## src/rwsp_pkg.sv

```systemverilog
// rwsp_pkg: parse phases, opcodes, result kinds, error codes and tag constants
// for the riff/wave stream parser; no dependencies
package rwsp_pkg;

	typedef enum logic [3:0] {
		PH_RIFF_TAG   = 4'd0,
		PH_RIFF_SIZE  = 4'd1,
		PH_WAVE_TAG   = 4'd2,
		PH_CHUNK_ID   = 4'd3,
		PH_CHUNK_SIZE = 4'd4,
		PH_FMT_BODY   = 4'd5,
		PH_SKIP       = 4'd6,
		PH_DATA       = 4'd7,
		PH_DONE       = 4'd8,
		PH_ERROR      = 4'd9
	} phase_t;

	typedef enum logic [1:0] {
		OP_BYTE     = 2'd0,
		OP_EOF      = 2'd1,
		OP_RESTART  = 2'd2,
		OP_RESERVED = 2'd3
	} op_t;

	typedef enum logic [1:0] {
		K_HEADER = 2'd0,
		K_AUDIO  = 2'd1,
		K_ERROR  = 2'd2,
		K_IGNORE = 2'd3
	} kind_t;

	typedef enum logic [2:0] {
		E_NONE      = 3'd0,
		E_BAD_TAG   = 3'd1,
		E_EOF_EARLY = 3'd2,
		E_NO_FMT    = 3'd3,
		E_NOT_PCM   = 3'd4,
		E_FMT_SHORT = 3'd5,
		E_TRUNCATED = 3'd6,
		E_SPARE     = 3'd7
	} err_t;

	localparam logic [31:0] TAG_RIFF = 32'h5249_4646;
	localparam logic [31:0] TAG_WAVE = 32'h5741_5645;
	localparam logic [31:0] TAG_FMT  = 32'h666D_7420;
	localparam logic [31:0] TAG_DATA = 32'h6461_7461;
	localparam logic [15:0] PCM_CODE = 16'd1;
	localparam logic [31:0] FMT_LEN  = 32'd16;

	localparam int FMT_BYTES = 16;
	localparam int POS_W     = 4;

	// number of bytes in the fmt field that starts at this offset, 0 if none starts here
	function automatic logic [2:0] fmt_field_len(input logic [POS_W-1:0] off);
		logic [2:0] n;
		case (off)
			4'd0, 4'd2, 4'd12, 4'd14: n = 3'd2;
			4'd4, 4'd8:               n = 3'd4;
			default:                  n = 3'd0;
		endcase
		return n;
	endfunction

endpackage

```

## src/riff_wave_stream_parser.sv

```systemverilog
// riff_wave_stream_parser: byte-wide wav header parser with audio pass-through
// latency: a request's result is valid on m_* in the cycle after it is accepted
// throughput: one file byte per cycle, set by the single parse register stage;
//   s_tready stays high while the output slot is empty or being taken
// reset: expecting the RIFF tag, no error held, captured fmt fields all zero
// depends on rwsp_pkg
module riff_wave_stream_parser
	import rwsp_pkg::*;
(
	input  logic         clk,
	input  logic         arst_n,
	input  logic         s_tvalid,
	output logic         s_tready,
	input  logic [7:0]   s_tdata,   // byte_value[7:0]
	input  logic [1:0]   s_tuser,   // opcode[1:0]
	output logic         m_tvalid,
	input  logic         m_tready,
	// data_byte[7:0], error_code[10:8], format_tag[26:11], channel_count[42:27],
	// sample_rate[74:43], byte_rate[106:75], block_align[122:107],
	// sample_bits[138:123], format_seen[139], zero[143:140]
	output logic [143:0] m_tdata,
	output logic [1:0]   m_tuser,   // kind[1:0]
	output logic         m_tlast    // last_data
);

	phase_t             phase_q, phase_d;
	logic [POS_W-1:0]   pos_q, pos_d;
	logic [31:0]        tag_q, tag_d;
	logic [31:0]        len_q, len_d;
	logic [31:0]        rem_q, rem_d;
	logic               fmt_seen_q, fmt_seen_d;
	err_t               err_q, err_d;
	logic [8*FMT_BYTES-1:0] fmt_q, fmt_d;

	logic               m_tvalid_q;
	kind_t              kind_q, kind_d;
	logic [7:0]         byte_q, byte_d;
	logic               last_q, last_d;

	op_t                op;
	logic               accept;
	logic               active;
	logic               raise;
	err_t               raise_code;
	logic               pos_end4;
	logic [31:0]        tag_shift;
	logic [31:0]        len_shift;
	logic [31:0]        rem_dec;
	logic [2:0]         flen;

	assign op       = op_t'(s_tuser);
	assign s_tready = !m_tvalid_q || m_tready;
	assign accept   = s_tvalid && s_tready;

	assign active    = (op == OP_BYTE || op == OP_EOF) && phase_q != PH_ERROR
		&& phase_q != PH_DONE;
	assign pos_end4  = (pos_q == POS_W'(3));
	assign tag_shift = {tag_q[23:0], s_tdata};
	assign len_shift = {s_tdata, len_q[31:8]};
	assign rem_dec   = rem_q - 32'd1;
	assign flen      = fmt_field_len(pos_q);

	// error detection, shared by next state and result
	always_comb begin
		raise      = 1'b0;
		raise_code = E_NONE;
		if (active) begin
			if (op == OP_EOF) begin
				raise = 1'b1;
				case (phase_q)
					PH_RIFF_TAG, PH_RIFF_SIZE, PH_WAVE_TAG: raise_code = E_BAD_TAG;
					PH_DATA:                                raise_code = E_TRUNCATED;
					default:                                raise_code = E_EOF_EARLY;
				endcase
			end else begin
				case (phase_q)
					PH_RIFF_TAG: begin
						if (pos_end4 && tag_shift != TAG_RIFF) begin
							raise      = 1'b1;
							raise_code = E_BAD_TAG;
						end
					end
					PH_WAVE_TAG: begin
						if (pos_end4 && tag_shift != TAG_WAVE) begin
							raise      = 1'b1;
							raise_code = E_BAD_TAG;
						end
					end
					PH_CHUNK_SIZE: begin
						if (pos_end4) begin
							if (tag_q == TAG_FMT && len_shift < FMT_LEN) begin
								raise      = 1'b1;
								raise_code = E_FMT_SHORT;
							end else if (tag_q == TAG_DATA && !fmt_seen_q) begin
								raise      = 1'b1;
								raise_code = E_NO_FMT;
							end else if (tag_q == TAG_DATA && fmt_q[15:0] != PCM_CODE) begin
								raise      = 1'b1;
								raise_code = E_NOT_PCM;
							end
						end
					end
					default: begin
						raise      = 1'b0;
						raise_code = E_NONE;
					end
				endcase
			end
		end
	end

	// next state
	always_comb begin
		phase_d    = phase_q;
		pos_d      = pos_q;
		tag_d      = tag_q;
		len_d      = len_q;
		rem_d      = rem_q;
		fmt_seen_d = fmt_seen_q;
		err_d      = err_q;
		fmt_d      = fmt_q;
		if (op == OP_RESTART) begin
			phase_d    = PH_RIFF_TAG;
			pos_d      = '0;
			tag_d      = '0;
			len_d      = '0;
			rem_d      = '0;
			fmt_seen_d = 1'b0;
			err_d      = E_NONE;
			fmt_d      = '0;
		end else if (raise) begin
			phase_d = PH_ERROR;
			err_d   = raise_code;
		end else if (active && op == OP_BYTE) begin
			case (phase_q)
				PH_RIFF_TAG, PH_WAVE_TAG, PH_CHUNK_ID: begin
					tag_d = tag_shift;
					pos_d = pos_end4 ? '0 : pos_q + POS_W'(1);
					if (pos_end4) begin
						case (phase_q)
							PH_RIFF_TAG: phase_d = PH_RIFF_SIZE;
							PH_WAVE_TAG: phase_d = PH_CHUNK_ID;
							default:     phase_d = PH_CHUNK_SIZE;
						endcase
					end
				end
				PH_RIFF_SIZE: begin
					pos_d = pos_end4 ? '0 : pos_q + POS_W'(1);
					if (pos_end4)
						phase_d = PH_WAVE_TAG;
				end
				PH_CHUNK_SIZE: begin
					len_d = len_shift;
					pos_d = pos_end4 ? '0 : pos_q + POS_W'(1);
					if (pos_end4) begin
						if (tag_q == TAG_FMT) begin
							rem_d   = len_shift - FMT_LEN;
							phase_d = PH_FMT_BODY;
						end else if (tag_q == TAG_DATA) begin
							rem_d   = len_shift;
							phase_d = (len_shift == '0) ? PH_DONE : PH_DATA;
						end else begin
							rem_d   = len_shift;
							phase_d = (len_shift == '0) ? PH_CHUNK_ID : PH_SKIP;
						end
					end
				end
				PH_FMT_BODY: begin
					// a field's first byte clears the rest of that field
					for (int i = 0; i < FMT_BYTES; i++) begin
						if (POS_W'(i) == pos_q)
							fmt_d[8*i +: 8] = s_tdata;
						else if (POS_W'(i) > pos_q && {1'b0, POS_W'(i)} < {1'b0, pos_q}
								+ (POS_W+1)'(flen))
							fmt_d[8*i +: 8] = 8'd0;
					end
					pos_d = pos_q + POS_W'(1);
					if (pos_q == POS_W'(FMT_BYTES - 1)) begin
						fmt_seen_d = 1'b1;
						phase_d    = (rem_q == '0) ? PH_CHUNK_ID : PH_SKIP;
					end
				end
				PH_SKIP: begin
					rem_d = rem_dec;
					if (rem_dec == '0)
						phase_d = PH_CHUNK_ID;
				end
				PH_DATA: begin
					rem_d = rem_dec;
					if (rem_dec == '0)
						phase_d = PH_DONE;
				end
				default: begin
					phase_d = phase_q;
				end
			endcase
		end
	end

	// result of this request
	always_comb begin
		kind_d = K_HEADER;
		byte_d = 8'd0;
		last_d = 1'b0;
		if (op == OP_RESTART || !active) begin
			kind_d = K_IGNORE;
		end else if (raise) begin
			kind_d = K_ERROR;
		end else if (phase_q == PH_DATA) begin
			kind_d = K_AUDIO;
			byte_d = s_tdata;
			last_d = (rem_dec == '0);
		end else begin
			last_d = phase_q == PH_CHUNK_SIZE && pos_end4 && tag_q == TAG_DATA
				&& len_shift == '0;
		end
	end

	always_ff @(posedge clk or negedge arst_n) begin
		if (!arst_n) begin
			phase_q    <= PH_RIFF_TAG;
			pos_q      <= '0;
			tag_q      <= '0;
			len_q      <= '0;
			rem_q      <= '0;
			fmt_seen_q <= 1'b0;
			err_q      <= E_NONE;
			fmt_q      <= '0;
			m_tvalid_q <= 1'b0;
		end else begin
			if (accept) begin
				phase_q    <= phase_d;
				pos_q      <= pos_d;
				tag_q      <= tag_d;
				len_q      <= len_d;
				rem_q      <= rem_d;
				fmt_seen_q <= fmt_seen_d;
				err_q      <= err_d;
				fmt_q      <= fmt_d;
			end
			if (s_tready)
				m_tvalid_q <= s_tvalid;
		end
	end

	always_ff @(posedge clk) begin
		if (accept) begin
			kind_q <= kind_d;
			byte_q <= byte_d;
			last_q <= last_d;
		end
	end

	// state only moves on accept, so captured fields track the pending result
	assign m_tvalid = m_tvalid_q;
	assign m_tuser  = kind_q;
	assign m_tlast  = last_q;
	assign m_tdata  = {4'd0, fmt_seen_q, fmt_q[127:112], fmt_q[111:96], fmt_q[95:64],
		fmt_q[63:32], fmt_q[31:16], fmt_q[15:0], err_q, byte_q};

	a_error_held: assert property (@(posedge clk) disable iff (!arst_n)
		m_tvalid_q && kind_q == K_ERROR |-> err_q != E_NONE)
		else $error("error result without a held error code");

	a_audio_pcm: assert property (@(posedge clk) disable iff (!arst_n)
		m_tvalid_q && kind_q == K_AUDIO |-> fmt_seen_q && fmt_q[15:0] == PCM_CODE)
		else $error("audio byte passed without a pcm format");

	a_error_phase: assert property (@(posedge clk) disable iff (!arst_n)
		phase_q == PH_ERROR |-> err_q != E_NONE)
		else $error("error phase with no error code");

	a_restart: assert property (@(posedge clk) disable iff (!arst_n)
		accept && op == OP_RESTART |=> phase_q == PH_RIFF_TAG && !fmt_seen_q
			&& err_q == E_NONE)
		else $error("restart did not clear the parser");

endmodule
```

## config.mk

```make
export PLATFORM = sky130hd
export DESIGN_NAME = riff_wave_stream_parser
export DESIGN_NICKNAME = d
export VERILOG_FILES = /design/src/rwsp_pkg.sv /design/src/riff_wave_stream_parser.sv
export SDC_FILE = /design/constraint.sdc
export NUM_CORES = 1
export LEC_CHECK = 0
export BUFFER_PORTS_ARGS = -buffer_cell sky130_fd_sc_hd__buf_2
export CORE_MARGIN = 2
export CORE_UTILIZATION = 53
export DETAILED_ROUTE_END_ITERATION = 7
export GPL_ROUTABILITY_DRIVEN = 0
export HOLD_SLACK_MARGIN = 0.05
export PLACE_DENSITY_LB_ADDON = 0.1
export SLEW_MARGIN = 20
export SYNTH_ARGS = -nofsm -noshare
export SYNTH_HDL_FRONTEND = slang
export SYNTH_SLANG_ARGS = --single-unit
export TNS_END_PERCENT = 30
```

## constraint.sdc

```tcl
create_clock -name clk -period 3.89 [get_ports clk]
set_input_delay 0.389 -clock clk [delete_from_list [all_inputs] [get_ports clk]]
set_output_delay 0.389 -clock clk [all_outputs]
set_load 0.005 [all_outputs]
```

* After elaboration in Yosys (flattened, before gate mapping) *
Cells that the tools add are included.

cells by class
  add/sub/neg operators = 4
  multiply operators = 0
  divide/modulo/power cells = 0
  $lt $le $gt $ge = 33
  equality and inequality tests = 46
  shift operators = 0
  mux-type cells = 101
  bitwise operators = 1
  reductions and logical operators = 97

operator list
  kind                     number
  $mux W128                4
  $mux W32                 13
  $mux W8                  32
  $logic_not A32 Y1        3
  $reduce_and A5 Y1        18
  $eq A32 B31 Y1 const B   2
  $mux W4                  16
  $ne A32 B31 Y1 const B   2
  $pmux W32 S2             1
  $reduce_bool A3 Y1       19
  $lt A4 B5 Y1 const A     8
  $eq A4 B4 Y1 const A     8
  $gt A4 B4 Y1 const A     8
  $lt A32 B5 Y1 const B    1
  $ne A4 B4 Y1 const B     8
  $sub A32 B1 Y32 const B  1
  $sub A32 B5 Y32 const B  1
  $mux W3                  10
  $logic_and A1 B1 Y1      28
  $pmux W4 S6              1
  $eq A4 B3 Y1 const B     5
  $lt A3 B5 Y1 const A     4
  $mux W1                  18
  $pmux W3 S2              3
  other kinds (35)         68

storage, ports and cells
  flip-flop bits (word level) = 248
  latch bits = 0
  bits in writable memories = 0
  memory bits (read-only) = 0
  logic and storage cells = 310
  memories kept = 0

* Longest topological paths before layout *
Gate-level depths: netlist (run 1).

  depth in word-level cells = 12
  depth in mapped cells = 16
  gate-level depth less buffers = 13

* Worst setup path after synthesis (run 1) *
OpenSTA, ideal clock, no wires.

  kind = reg-to-reg
  start point = reg tag_q[4]
  end point = reg fmt_q[88]
  library setup time = 0.125 ns
  data arrival time = 3.145 ns
  slack = 0.620 ns
  stages on the path, launching flop included = 11
  buffers on the path = 2
  period minus slack after synthesis = 3.270 ns
  path through = dfrtp_1 > or4b_1 > or4b_1 > a2111oi_2 > o21ai_1 > o31a_1 > a211o_1 > buf_4 > nor2b_1 > buf_2 > mux2_2

on the way
  word-level cells in the longest chain between the ends = 11
  elaborated cells on any way between the ends = 20
  those cells by class = 5 x eq/ne; 9 x mux; 6 x reduce/logical

RTL lines
  what                             line                                                          RTL
  from (decl)                      riff_wave_stream_parser.sv:28                                 logic [31:0] tag_q, tag_d;
  from (signal assigned)           riff_wave_stream_parser.sv:234                                tag_q <= tag_d;
  $eq A32 B31 Y1                   riff_wave_stream_parser.sv:94, riff_wave_stream_parser.sv:97
  $logic_and A1 B1 Y1              riff_wave_stream_parser.sv:97                                 end else if (tag_q == TAG_DATA && fmt_q[15:0] != PCM_CODE) begin
  $mux W1                          riff_wave_stream_parser.sv:97
  $mux W1                          riff_wave_stream_parser.sv:94                                 end else if (tag_q == TAG_DATA && !fmt_seen_q) begin
  $mux W1                          riff_wave_stream_parser.sv:91                                 if (tag_q == TAG_FMT && len_shift < FMT_LEN) begin
  $mux W1                          riff_wave_stream_parser.sv:90                                 if (pos_end4) begin
  $pmux W1 S3 (*)                  riff_wave_stream_parser.sv:76                                 case (phase_q)
  $mux W1 (*)                      riff_wave_stream_parser.sv:68                                 if (op == OP_EOF) begin
  $mux W1 (*)                      riff_wave_stream_parser.sv:67                                 if (active) begin
  $ne A2 B1 Y1 (no line) (*)       --
  $reduce_and A5 Y1 (no line) (*)  --
  to (signal assigned)             riff_wave_stream_parser.sv:239                                fmt_q <= fmt_d;
  to (decl)                        riff_wave_stream_parser.sv:33                                 logic [8*FMT_BYTES-1:0] fmt_q, fmt_d;

Every way passes the cells marked *; elsewhere a longest branch is shown, timed or not.
A chain may end at the register's enable or synchronous reset.

* Final worst setup path (run 1) *
  start point = reg tag_q[16]
  end point = reg fmt_q[92]

Same word-level chain as after synthesis.

==> results_tabular.tex, run 1 <==
\begin{tabular}{lr}
\hline
Metric & Value \\
\hline
\multicolumn{2}{l}{\textbf{Cells and area}} \\
\quad Filler cell count & 2024 \\
\quad Most common cell after layout, fill and taps aside & dfrtp\_1 \\
\quad Most used cells in the layout excluding fill and tap cells & dfrtp\_1, nand2\_1, buf\_2 \\
\quad Ratio of cells with drive above 1 in the final layout & 0.2207 \\
\quad Relative area change from synthesis to final layout & 18.41\% \\
\quad Final Instance Count excl. Fillers & 1901 \\
\quad Final Net Count & 1587 \\
\multicolumn{2}{l}{\textbf{Synthesis}} \\
\quad Flip-flop and latch count after synthesis & 240 \\
\quad Async set-reset flop share out of synthesis & 0.9542 \\
\quad Fraction of the yosys area taken by sequential cells & 0.4757 \\
\quad Total number of yosys warnings & 0 \\
\quad Post-synth cell types & 73 \\
\quad Number of enable flip-flop cells after synthesis & 11 \\
\quad Post-Synthesis Mean Instance Area & 9.106 µm² \\
\quad Total standard cell area after synthesis & 12740 µm² \\
\quad Cell count after synthesis & 1399 \\
\quad Commonest register cell after synthesis & dfrtp\_1 \\
\multicolumn{2}{l}{\textbf{Flow run}} \\
\quad \# Max-Cap Violations & 0 \\
\multicolumn{2}{l}{\textbf{STA}} \\
\quad Number of pins with negative max-slew slack in the final report & 0 \\
\quad Final-report setup violation count & 0 \\
\quad Worst hold margin & 64.62 ps \\
\quad Max-slew headroom & 0.3727 \\
\quad Worst Setup Slack, final & 199.4 ps \\
\quad Total negative slack & 0 ps \\
\quad Clock skew after layout & 13.60 ps \\
\quad Unrepaired setup endpoints after global routing & false \\
\quad Final period demand of the worst path & 3691 ps \\
\quad Slew @ Worst Pin & 938.7 ps \\
\quad Achievable frequency & 271.0 MHz \\
\quad Final Hold Viols & 0 \\
\quad Final clock period utilization by the worst path & 0.9488 \\
\multicolumn{2}{l}{\textbf{Pwr}} \\
\quad NetSw & 0.004093 W \\
\quad Max rail drop VDD & 434.6 µV \\
\quad Switching part of the total & 0.3926 \\
\quad Leakage & 7.604 nW \\
\quad Ratio of total power to cell area & 691.0 nW/µm² \\
\quad Logic gate share of total power & 0.384 \\
\quad Sequential group share of total power & 0.366 \\
\quad Clock network fraction of design power & 0.249 \\
\quad Power consumption & 0.01042 W \\
\quad Cell-internal power & 0.006331 W \\
\multicolumn{2}{l}{\textbf{Floorplan}} \\
\quad Die extent in x & 159.0 µm \\
\quad Cell Rows & 56 \\
\quad I/O pins & 163 \\
\quad Effective utilization at floorplan & 0.5411 \\
\quad Core Footprint & 23540 µm² \\
\quad Die Area & 25290 µm² \\
\quad Height of the die & 159.0 µm \\
\multicolumn{2}{l}{\textbf{Place}} \\
\quad Placed wire-length estimate & 26550 µm \\
\quad Worst setup timing slack at the placement stage & 182.3 ps \\
\quad Cell Count Post-Placement & 1852 \\
\quad Buffers on Ports & 158 \\
\multicolumn{2}{l}{\textbf{Critical path}} \\
\quad Arrival time worst endpoint & 4110 ps \\
\quad Largest stage delay, worst path & 500 ps \\
\quad Critical Setup Path Class & register to register \\
\quad Req. time, crit path & 4310 ps \\
\quad Crit. End Element & register \\
\quad CP cell instances & or4b\_1 -> or4b\_1 -> a2111oi\_2 -> o21ai\_1 -> o31a\_1 -> a211o\_2 -> buf\_12 -> nor2b\_1 -> buf\_4 -> mux2\_2 \\
\quad Peak fanout along the critical path & 35 \\
\quad Most Frequent Cell on Critical Path & or4b\_1 \\
\quad Kind of start point of the critical path & register \\
\quad Cell with the biggest individual delay on the critical path & or4b\_1 \\
\multicolumn{2}{l}{\textbf{Status}} \\
\quad Outcome & completed \\
\multicolumn{2}{l}{\textbf{CTS}} \\
\quad Number of buffers between clock root and the deepest sink & 3 \\
\quad Total number of H-tree levels & 1 \\
\quad TritonCTS clock tree & built \\
\quad Clock-pin slew reported for the worst setup and hold paths after clock tree synthesis & 60 ps \\
\quad Clk root buf & clkbuf\_16 \\
\quad Number of buffers added by the clock tree synthesis step & 27 \\
\quad Worst-skew pair later-pin latency & 540 ps \\
\quad Clock net sink count & 240 \\
\multicolumn{2}{l}{\textbf{GRT}} \\
\quad Initial antenna violation count & 2 \\
\quad Pin count of the biggest net entering global routing & 106 \\
\quad Global route overflow & 0 \\
\quad Met3 demand-to-capacity share in global routing & 0.06356 \\
\quad First-pass GRT wire length & 62290 µm \\
\quad Met1 GRT Util & 0.4493 \\
\quad Combined global-route utilization of all metal layers & 0.3020 \\
\quad Met2 GRT Util & 0.4540 \\
\quad Most crowded layer after global routing & met2 \\
\quad Via count of the first global-routing pass & 11.07k \\
\multicolumn{2}{l}{\textbf{Routing}} \\
\quad Total detailed-routing wirelength & 38510 µm \\
\quad Count of vias placed by the detailed router & 11.48k \\
\quad DR DRC count & 0 \\
\quad Vias/cell & 6.039 \\
\quad Starting DRC count in detailed routing & 1201 \\
\quad TritonRoute pass-1 iters & 6 \\
\quad Average detailed-routed wire length per instance & 20.26 µm \\
\quad Final ANT Viol Nets & 0 \\
\multicolumn{2}{l}{\textbf{Hold path}} \\
\quad Worst min-delay path category & primary input to register \\
\hline
\end{tabular}
## stage by stage
stage	area, µm²	utilization
global placement	14150	0.6011
global route	15080	0.6407
CTS	15070	0.6401
finish	15080	0.6407
detailed placement	14150	0.6011
floorplan	12750	-
## flip-flops by register name, summed over array words and instances, names as in the netlist
name / cells
byte_q: 8
m_tvalid: 1
m_tlast: 1
m_tuser: 2
phase_q: 4
tag_q: 32
err_q: 3
len_q: 24
rem_q: 32
pos_q: 4
fmt_q: 128
fmt_seen_q: 1
## synth_stat cells (all sizes together), types with 12 or more instances
library cell  count  area share
or4              12      0.0071
xnor2            21       0.014
inv              16      0.0047
nor4             28       0.014
and2             13      0.0064
o21ai           132       0.052
nor3            112       0.044
dfrtp           229        0.45
mux2             49       0.043
xor2             12      0.0082
a21oi            40       0.017
clkbuf           78       0.023
nor2            139       0.042
buf              23       0.010
or3              14      0.0069
nand3            16      0.0063
a22o             13      0.0089
nand4            19      0.0093
nand2           176       0.052
a21o             76       0.045
## worst max-delay path: cells and delay by family (launching register included)
family                 cells  cell delay (ps)
and+or+nand+nor            3             1140
AOI/OAI and AO/OA          4             1270
DFF                        1              420
muxes                      1              350
buffers and inverters      2              400
## final timing paths
check / endpoint / start / slack [ps] / depth (start not counted)
worst min-delay path: m_tvalid$_DFFE_PN0N_ / s_tvalid / 60 / 2
worst min register to register: fmt_q[47]$_DFFE_PN0P_ / fmt_q[47]$_DFFE_PN0P_ / 470 / 1
max in group asynchronous: fmt_q[40]$_DFFE_PN0P_ / arst_n / 2410 / 3
min in group asynchronous: rem_q[10]$_DFFE_PN0P_ / arst_n / 490 / 2
worst max register to register: fmt_q[92]$_DFFE_PN0P_ / tag_q[16]$_DFFE_PN0P_ / 200 / 10
worst max-delay path: fmt_q[92]$_DFFE_PN0P_ / tag_q[16]$_DFFE_PN0P_ / 200 / 10
## power groups by stage
stage / Clock [W] / Combinational [W] / Sequential [W]
after detailed placement: 0 / 0.00390 / 0.00383
after global placement: 0 / 0.00385 / 0.00381
after floorplan: 0 / 0.00260 / 0.00361
final: 0.00260 / 0.00401 / 0.00382
after global routing: 0.00273 / 0.00444 / 0.00391
after CTS: 0.00264 / 0.00393 / 0.00379
## kinds of logic (layout without fill, tap and decap cells)
kind of cell / count (synthesis) / after routing / synth area share
adders and majority gates: 10 / 10 / 0.009821
AOI/OAI and AO/OA: 342 / 342 / 0.1754
and+or+nand+nor: 602 / 602 / 0.2311
buffers and inverters: 117 / 296 / 0.03771
xor gates and xnor gates: 33 / 33 / 0.02269
other: 1 / 5 / 0.0002944
DFF: 240 / 240 / 0.4757
muxes: 54 / 54 / 0.04724
## per-layer routing
layer  vias up  part of all wire
met4         2             0.023
met1      5564              0.45
li1       5353                 -
met3        67             0.087
met2       494              0.44
met5         -           0.00034
## area by class of cell
type	count	area (µm²)	share of cell area
antenna	1	2.502	0.0001659
clock buffer	41	819.5	0.05433
clock inverter	6	90.09	0.005972
inverter	16	60.06	0.003981
multi-input combinational	1045	6248	0.4142
sequential	240	6061	0.4018
tap	319	399.1	0.02646
timing repair buffer	233	1404	0.09307
## what timing repair did
action	CTS	global route
endpoints found under the setup margin	0	13
hold buffers	1	0
buffers inserted	0	0
hold endpoints to repair	100	0
resized for setup	0	2
Power figures use the tool's default switching activity.
==> run 2, diff against run 1 <==
==> constraint.sdc (replaced) <==
create_clock -name clk -period 3.89 [get_ports clk]
set_input_delay 0.5835 -clock clk [delete_from_list [all_inputs] [get_ports clk]]
set_output_delay 0.5835 -clock clk [all_outputs]
set_load 0.005 [all_outputs]
==> run 2 against run 1 <==
Compared with the run above:
- fmax is 0.33% lower
- critical path depth is 1 lower
- wire length is 1.5% higher
- final area is 0.41% higher
- via count is 1.4% higher
- combinational power is 2% higher
- core utilization is 0.27 points higher
- sequential cell count stayed put
- clock power is 4% lower
- final cell count is 0.63% higher
==> results_tabular.tex, run 2 (same netlist as run 1, synthesis figures left out) <==
\begin{tabular}{lr}
\hline
Metric & Value \\
\hline
\multicolumn{2}{l}{\textbf{Floorplan}} \\
\quad Cell Rows & 56 (unchanged) \\
\quad Die extent in x & 159.0 µm (unchanged) \\
\quad I/O pins & 163 (unchanged) \\
\quad Die Area & 25290 µm² (unchanged) \\
\quad Height of the die & 159.0 µm (unchanged) \\
\quad Effective utilization at floorplan & 0.5411 (unchanged) \\
\quad Core Footprint & 23540 µm² (unchanged) \\
\multicolumn{2}{l}{\textbf{CTS}} \\
\quad Clock net sink count & 240 (unchanged) \\
\quad Clock-pin slew reported for the worst setup and hold paths after clock tree synthesis & 60 ps (about the same) \\
\quad Number of buffers added by the clock tree synthesis step & 27 (unchanged) \\
\quad Total number of H-tree levels & 1 (unchanged) \\
\quad Worst-skew pair later-pin latency & 550 ps (about the same) \\
\quad Total setup buffers inserted after CTS & 0 (unchanged) \\
\quad Number of buffers between clock root and the deepest sink & 3 (unchanged) \\
\quad Quantity of hold-fixing buffers added after cts & 0 (-1) \\
\quad TritonCTS clock tree & built \\
\quad Number of gates resized after cts & 0 (unchanged) \\
\quad Clk root buf & clkbuf\_16 \\
\multicolumn{2}{l}{\textbf{Cells and area}} \\
\quad Number of flip-flops under the largest register name & 128 (unchanged) \\
\quad Filler cell count & 2043 (+0.94\%) \\
\quad Area of the multi-input gates & 6246 µm² (about the same) \\
\quad Most common cell after layout, fill and taps aside & dfrtp\_1 \\
\quad Largest registers & fmt\_q x128, rem\_q x32, tag\_q x32 \\
\quad Register containing the most flip-flops in the final layout & fmt\_q \\
\quad Relative area change from synthesis to final layout & 18.90\% \\
\quad Combined flip-flop and latch cell area & 6061 µm² (unchanged) \\
\quad Most used cells in the layout excluding fill and tap cells & dfrtp\_1, nand2\_1, buf\_2 \\
\quad Ratio of cells with drive above 1 in the final layout & 0.2228 (+0.002104) \\
\quad Fraction of the core area covered by cells at the end of the flow & 0.6434 (+0.002658) \\
\quad Final Net Count & 1596 (+0.57\%) \\
\multicolumn{2}{l}{\textbf{Critical path}} \\
\quad Total buffers and inverters traversed by the critical path & 1 (-1) \\
\quad Cell with the biggest individual delay on the critical path & or4b\_1 \\
\quad Critical R2R Capture & fmt\_q[96]\$\_DFFE\_PN0P\_ \\
\quad Cells on worst reg2reg path & 9 (-1) \\
\quad Kind of start point of the critical path & register \\
\quad Peak fanout along the critical path & 13 (-63\%) \\
\quad Arrival time worst endpoint & 4130 ps (+20 ps) \\
\quad Most Frequent Cell on Critical Path & or4b\_1 \\
\quad Critical Setup Path Class & register to register \\
\quad Launching point of the worst reg2reg path & tag\_q[16]\$\_DFFE\_PN0P\_ \\
\quad Crit. End Element & register \\
\quad Delay-heaviest family, CP & compound AO/OA/AOI/OAI gates \\
\quad CP cell instances & or4b\_1 -> or4b\_1 -> a2111oi\_2 -> o21ai\_1 -> o31a\_1 -> a211o\_4 -> buf\_12 -> a31oi\_4 -> mux2\_2 \\
\quad Flop-to-flop setup slack & 190 ps (about the same) \\
\quad Largest stage delay, worst path & 500 ps (about the same) \\
\quad Req. time, crit path & 4320 ps (about the same) \\
\multicolumn{2}{l}{\textbf{Pwr}} \\
\quad Leakage & 7.648 nW (+0.57\%) \\
\quad Max rail drop VDD & 349.0 µV (-20\%) \\
\quad Ratio of total power to cell area & 686.2 nW/µm² (-0.70\%) \\
\multicolumn{2}{l}{\textbf{Routing}} \\
\quad Vias/cell & 6.086 (+0.78\%) \\
\quad Average detailed-routed wire length per instance & 20.44 µm (+0.91\%) \\
\quad Total detailed-routing wirelength & 39100 µm (+1.5\%) \\
\quad Count of vias placed by the detailed router & 11.64k (+1.4\%) \\
\quad DR DRC count & 0 (unchanged) \\
\quad TritonRoute pass-1 iters & 6 (unchanged) \\
\quad Final ANT Viol Nets & 0 (unchanged) \\
\quad Starting DRC count in detailed routing & 1128 (-6.1\%) \\
\multicolumn{2}{l}{\textbf{Place}} \\
\quad Placed wire-length estimate & 27410 µm (+3.2\%) \\
\quad Buffers on Ports & 158 (unchanged) \\
\quad Worst setup timing slack at the placement stage & 182.5 ps (+0.1800 ps) \\
\multicolumn{2}{l}{\textbf{STA}} \\
\quad Final period demand of the worst path & 3703 ps (+12.30 ps) \\
\quad Final Hold Viols & 0 (unchanged) \\
\quad Achievable frequency & 270.1 MHz (-0.33\%) \\
\quad Total negative slack & 0 ps (unchanged) \\
\quad Number of pins with negative max-slew slack in the final report & 0 (unchanged) \\
\quad Final clock period utilization by the worst path & 0.9519 (+0.003162) \\
\quad Final-report setup violation count & 0 (unchanged) \\
\quad Max-slew headroom & 0.4113 (+0.03860) \\
\quad Unrepaired setup endpoints after global routing & false \\
\quad Slew @ Worst Pin & 883.0 ps (-55.63 ps) \\
\quad Worst Setup Slack, final & 187.1 ps (-12.30 ps) \\
\quad Clock skew after layout & 19.80 ps (+6.200 ps) \\
\multicolumn{2}{l}{\textbf{GRT}} \\
\quad Via count of the first global-routing pass & 11.43k (+3.3\%) \\
\quad Combined global-route utilization of all metal layers & 0.3104 (+0.008423) \\
\quad First-pass GRT wire length & 63830 µm (+2.5\%) \\
\quad Global route overflow & 0 (unchanged) \\
\quad Initial antenna violation count & 2 (unchanged) \\
\quad Pin count of the biggest net entering global routing & 105 (-0.94\%) \\
\multicolumn{2}{l}{\textbf{Flow run}} \\
\quad \# Max-Cap Violations & 0 (unchanged) \\
\multicolumn{2}{l}{\textbf{Hold path}} \\
\quad Worst min-delay path category & primary input to async pin \\
\multicolumn{2}{l}{\textbf{Status}} \\
\quad Outcome & completed \\
\hline
\end{tabular}
==> run 2: layer usage <==
layer / routed length, µm / vias up / global-route usage
met5: 13 / - / 0
met4: 557 / 2 / 0.07603
met3: 3948 / 42 / 0.06981
met2: 17060 / 555 / 0.4621
met1: 17520 / 5665 / 0.4630
li1: - / 5378 / -
==> run 2: area by class of cell <==
| type | count | area share |
|---|---|---|
| sequential | 240 | 0.4001 |
| inverter | 16 | 0.003965 |
| clock inverter | 6 | 0.004626 |
| multi-input combinational | 1045 | 0.4124 |
| clock buffer | 44 | 0.05212 |
| tap | 319 | 0.02635 |
| timing repair buffer | 242 | 0.1003 |
| antenna | 1 | 0.0001652 |
==> run 2: worst max-delay path by stage <==
stage | cells past startpoint | end | slack, ps | start
finish | 9 | fmt_q[96]$_DFFE_PN0P_ | 190 | tag_q[16]$_DFFE_PN0P_
global route | 9 | fmt_q[96]$_DFFE_PN0P_ | 40 | tag_q[16]$_DFFE_PN0P_
CTS | 9 | fmt_q[101]$_DFFE_PN0P_ | 150 | tag_q[16]$_DFFE_PN0P_
detailed placement | 9 | fmt_q[102]$_DFFE_PN0P_ | 180 | tag_q[16]$_DFFE_PN0P_
global placement | 9 | fmt_q[99]$_DFFE_PN0P_ | 250 | tag_q[16]$_DFFE_PN0P_
floorplan | 10 | fmt_q[88]$_DFFE_PN0P_ | 620 | tag_q[4]$_DFFE_PN0P_
==> run 2: stage by stage <==
stage	hold WS [ps]	total power [W]	cells	area [µm²]
final	69.00	0.01039	1913	15150
after global routing	164.6	0.01105	1913	15150
after CTS	129.1	0.01033	1912	15140
after detailed placement	460.2	0.007817	1862	14280
after global placement	454.3	0.007735	1862	14280
after floorplan	287.9	0.006214	1402	12750
==> run 2: report_power, final <==
| group | internal, W | switching [W] | leakage [nW] |
|---|---|---|---|
| Sequential | 0.00312 | 0.000681 | 3.22 |
| Clock | 0.00145 | 0.00104 | 0.422 |
| Combinational | 0.00168 | 0.00241 | 4.00 |
==> run 3, diff against run 2 <==
--- a/config.mk
+++ b/config.mk
@@ -8,6 +8,7 @@
 export BUFFER_PORTS_ARGS = -buffer_cell sky130_fd_sc_hd__buf_2
 export CORE_MARGIN = 2
 export CORE_UTILIZATION = 53
+export CTS_BUF_LIST = sky130_fd_sc_hd__clkbuf_4
 export DETAILED_ROUTE_END_ITERATION = 7
 export GPL_ROUTABILITY_DRIVEN = 0
 export HOLD_SLACK_MARGIN = 0.05
==> run 3 against run 2 <==
Compared with the run above:
- via count increased by 2.1%
- critical endpoint is now fmt_q[102]$_DFFE_PN0P_
- core utilization decreased by 0.33 points
- sequential power about the same
==> results_tabular.tex, run 3 (same netlist as run 1, synthesis figures left out) <==
\begin{tabular}{lr}
\hline
Metric & Value \\
\hline
\multicolumn{2}{l}{\textbf{Cells and area}} \\
\quad Register containing the most flip-flops in the final layout & fmt\_q \\
\quad Fraction of the core area covered by cells at the end of the flow & 0.6400 (-0.003349) \\
\quad Most used cells in the layout excluding fill and tap cells & dfrtp\_1, nand2\_1, buf\_2 \\
\quad Largest registers & fmt\_q x128, rem\_q x32, tag\_q x32 \\
\quad Ratio of cells with drive above 1 in the final layout & 0.2470 (+0.02413) \\
\quad Number of flip-flops under the largest register name & 128 (unchanged) \\
\quad Final Net Count & 1631 (+2.2\%) \\
\quad Most common cell after layout, fill and taps aside & dfrtp\_1 \\
\quad Relative area change from synthesis to final layout & 18.28\% \\
\multicolumn{2}{l}{\textbf{Floorplan}} \\
\quad Effective utilization at floorplan & 0.5411 (unchanged) \\
\quad Die extent in x & 159.0 µm (unchanged) \\
\quad I/O pins & 163 (unchanged) \\
\quad Core Footprint & 23540 µm² (unchanged) \\
\quad Die Area & 25290 µm² (unchanged) \\
\quad Height of the die & 159.0 µm (unchanged) \\
\quad Cell Rows & 56 (unchanged) \\
\multicolumn{2}{l}{\textbf{GRT}} \\
\quad Combined global-route utilization of all metal layers & 0.3114 (+0.0009446) \\
\quad Via count of the first global-routing pass & 11.63k (+1.8\%) \\
\quad First-pass GRT wire length & 63970 µm (+0.22\%) \\
\quad Global route overflow & 0 (unchanged) \\
\quad Initial antenna violation count & 2 (unchanged) \\
\quad Pin count of the biggest net entering global routing & 105 (unchanged) \\
\multicolumn{2}{l}{\textbf{Routing}} \\
\quad Vias/cell & 6.015 (-1.2\%) \\
\quad Average detailed-routed wire length per instance & 19.88 µm (-2.8\%) \\
\quad Highest routing layer actually used & met5 \\
\quad Count of vias placed by the detailed router & 11.89k (+2.1\%) \\
\quad Final ANT Viol Nets & 0 (unchanged) \\
\quad Total detailed-routing wirelength & 39270 µm (+0.44\%) \\
\quad TritonRoute pass-1 iters & 5 (-1) \\
\quad DR DRC count & 0 (unchanged) \\
\quad Metal3 WL & 3832 µm (-2.9\%) \\
\quad Met1 WL & 17730 µm (+1.2\%) \\
\quad Met2 wire len & 16980 µm (-0.46\%) \\
\quad Starting DRC count in detailed routing & 1034 (-8.3\%) \\
\multicolumn{2}{l}{\textbf{Critical path}} \\
\quad Cells on worst reg2reg path & 9 (unchanged) \\
\quad Cell with the biggest individual delay on the critical path & or4b\_1 \\
\quad Most Frequent Cell on Critical Path & or4b\_1 \\
\quad CP cell instances & or4b\_1 -> or4b\_1 -> a2111oi\_2 -> o21ai\_1 -> o31a\_1 -> a211o\_2 -> buf\_12 -> a31oi\_4 -> mux2\_2 \\
\quad Kind of start point of the critical path & register \\
\quad Largest stage delay, worst path & 500 ps (about the same) \\
\quad Arrival time worst endpoint & 4300 ps (+170 ps) \\
\quad Launching point of the worst reg2reg path & tag\_q[16]\$\_DFFE\_PN0P\_ \\
\quad Crit. End Element & register \\
\quad Critical Setup Path Class & register to register \\
\quad Delay-heaviest family, CP & compound AO/OA/AOI/OAI gates \\
\quad Critical R2R Capture & fmt\_q[102]\$\_DFFE\_PN0P\_ \\
\quad Peak fanout along the critical path & 13 (unchanged) \\
\quad Req. time, crit path & 4470 ps (+150 ps) \\
\quad Flop-to-flop setup slack & 170 ps (-20 ps) \\
\quad Total buffers and inverters traversed by the critical path & 1 (unchanged) \\
\multicolumn{2}{l}{\textbf{Hold path}} \\
\quad Number of cells on the worst hold path & 2 \\
\quad Worst min-delay path category & primary input to register \\
\quad Worst min-delay path startpoint & s\_tvalid \\
\quad Destination of the worst hold path & m\_tvalid\$\_DFFE\_PN0N\_ \\
\multicolumn{2}{l}{\textbf{Place}} \\
\quad Buffers on Ports & 158 (unchanged) \\
\quad Placed wire-length estimate & 27410 µm (unchanged) \\
\multicolumn{2}{l}{\textbf{Flow run}} \\
\quad \# Max-Cap Violations & 0 (unchanged) \\
\multicolumn{2}{l}{\textbf{STA}} \\
\quad Number of pins with negative max-slew slack in the final report & 0 (unchanged) \\
\quad Max-slew headroom & 0.4276 (+0.01629) \\
\quad Total negative slack & 0 ps (unchanged) \\
\quad Slew @ Worst Pin & 858.6 ps (-24.43 ps) \\
\quad Clock skew after layout & 47.69 ps (+27.89 ps) \\
\quad Final clock period utilization by the worst path & 0.9575 (+0.005574) \\
\quad Achievable frequency & 268.5 MHz (-0.58\%) \\
\quad Unrepaired setup endpoints after global routing & false \\
\quad Final Hold Viols & 0 (unchanged) \\
\quad Final period demand of the worst path & 3725 ps (+21.68 ps) \\
\quad Final-report setup violation count & 0 (unchanged) \\
\multicolumn{2}{l}{\textbf{Pwr}} \\
\quad Ratio of total power to cell area & 667.9 nW/µm² (-2.7\%) \\
\quad Leakage & 7.690 nW (+0.55\%) \\
\quad Max rail drop VDD & 271.0 µV (-22\%) \\
\multicolumn{2}{l}{\textbf{CTS}} \\
\quad Worst-skew pair later-pin latency & 710 ps (+160 ps) \\
\quad Number of buffers added by the clock tree synthesis step & 61 (+130\%) \\
\quad Clock net sink count & 240 (unchanged) \\
\quad Total number of H-tree levels & 2 (+1) \\
\quad TritonCTS clock tree & built \\
\quad Clk root buf & clkbuf\_4 \\
\quad Total setup buffers inserted after CTS & 0 (unchanged) \\
\quad Number of buffers between clock root and the deepest sink & 3 (unchanged) \\
\quad Clock-pin slew reported for the worst setup and hold paths after clock tree synthesis & 60 ps (about the same) \\
\multicolumn{2}{l}{\textbf{Status}} \\
\quad Outcome & completed \\
\hline
\end{tabular}
[run 3: worst max path at each step]
stage / startpoint / endpoint / slack (ps) / cells past startpoint
after floorplan: tag_q[4]$_DFFE_PN0P_ / fmt_q[88]$_DFFE_PN0P_ / 620 / 10
after global placement: tag_q[16]$_DFFE_PN0P_ / fmt_q[99]$_DFFE_PN0P_ / 250 / 9
after detailed placement: tag_q[16]$_DFFE_PN0P_ / fmt_q[102]$_DFFE_PN0P_ / 180 / 9
after CTS: tag_q[16]$_DFFE_PN0P_ / fmt_q[102]$_DFFE_PN0P_ / 170 / 9
after global routing: tag_q[16]$_DFFE_PN0P_ / fmt_q[83]$_DFFE_PN0P_ / 30 / 11
final: tag_q[16]$_DFFE_PN0P_ / fmt_q[102]$_DFFE_PN0P_ / 170 / 9
[run 3: routing by layer]
metal	GRT usage	vias to the layer above
met5	0	-
met4	0.08843	2
met3	0.08231	75
met2	0.4571	601
met1	0.4567	5721
li1	-	5487
[run 3: cell type report]
class | count | area (µm²)
Fill cell | 2068 | 8474
Multi-Input combinational cell | 1045 | 6238
Sequential cell | 240 | 6061
Timing Repair Buffer | 243 | 1529
Clock buffer | 86 | 645.6
Tap cell | 319 | 399.1
Clock inverter | 26 | 132.6
Inverter | 16 | 60.06
Antenna cell | 1 | 2.502
[run 3: power by group]
group / leakage (nW) / switching [W] / internal (W)
logic: 4.00 / 0.00242 / 0.00168
registers: 3.22 / 0.000674 / 0.00312
clock network: 0.462 / 0.00107 / 0.00109
[run 3: per-stage QoR]
| step | power, W | hold WS (ps) | area [µm²] | setup WS [ps] | instances |
|---|---|---|---|---|---|
| floorplan | 0.006214 | 287.9 | 12750 | 620.3 | 1402 |
| global placement | 0.007735 | 454.3 | 14280 | 247.6 | 1862 |
| detailed placement | 0.007817 | 460.2 | 14280 | 182.5 | 1862 |
| CTS | 0.01001 | 85.49 | 15060 | 174.3 | 1975 |
| global route | 0.01077 | 114.5 | 15070 | 28.74 | 1976 |
| finish | 0.01006 | 126.9 | 15070 | 165.4 | 1976 |
[run 3: timing repair]
action	4_1_cts	5_1_grt
gates resized for setup	0	1
hold endpoints to repair	98	0
hold buffers	1	0
endpoints found under the setup margin	0	8
[run 3: worst register-to-register path: stages (launching register included)]
cell and delay, ps:
dfrtp_1 410, or4b_1 500, or4b_1 500, a2111oi_2 400, o21ai_1 140, o31a_1 390, a211o_2 410, buf_12 190
a31oi_4 290, mux2_2 380
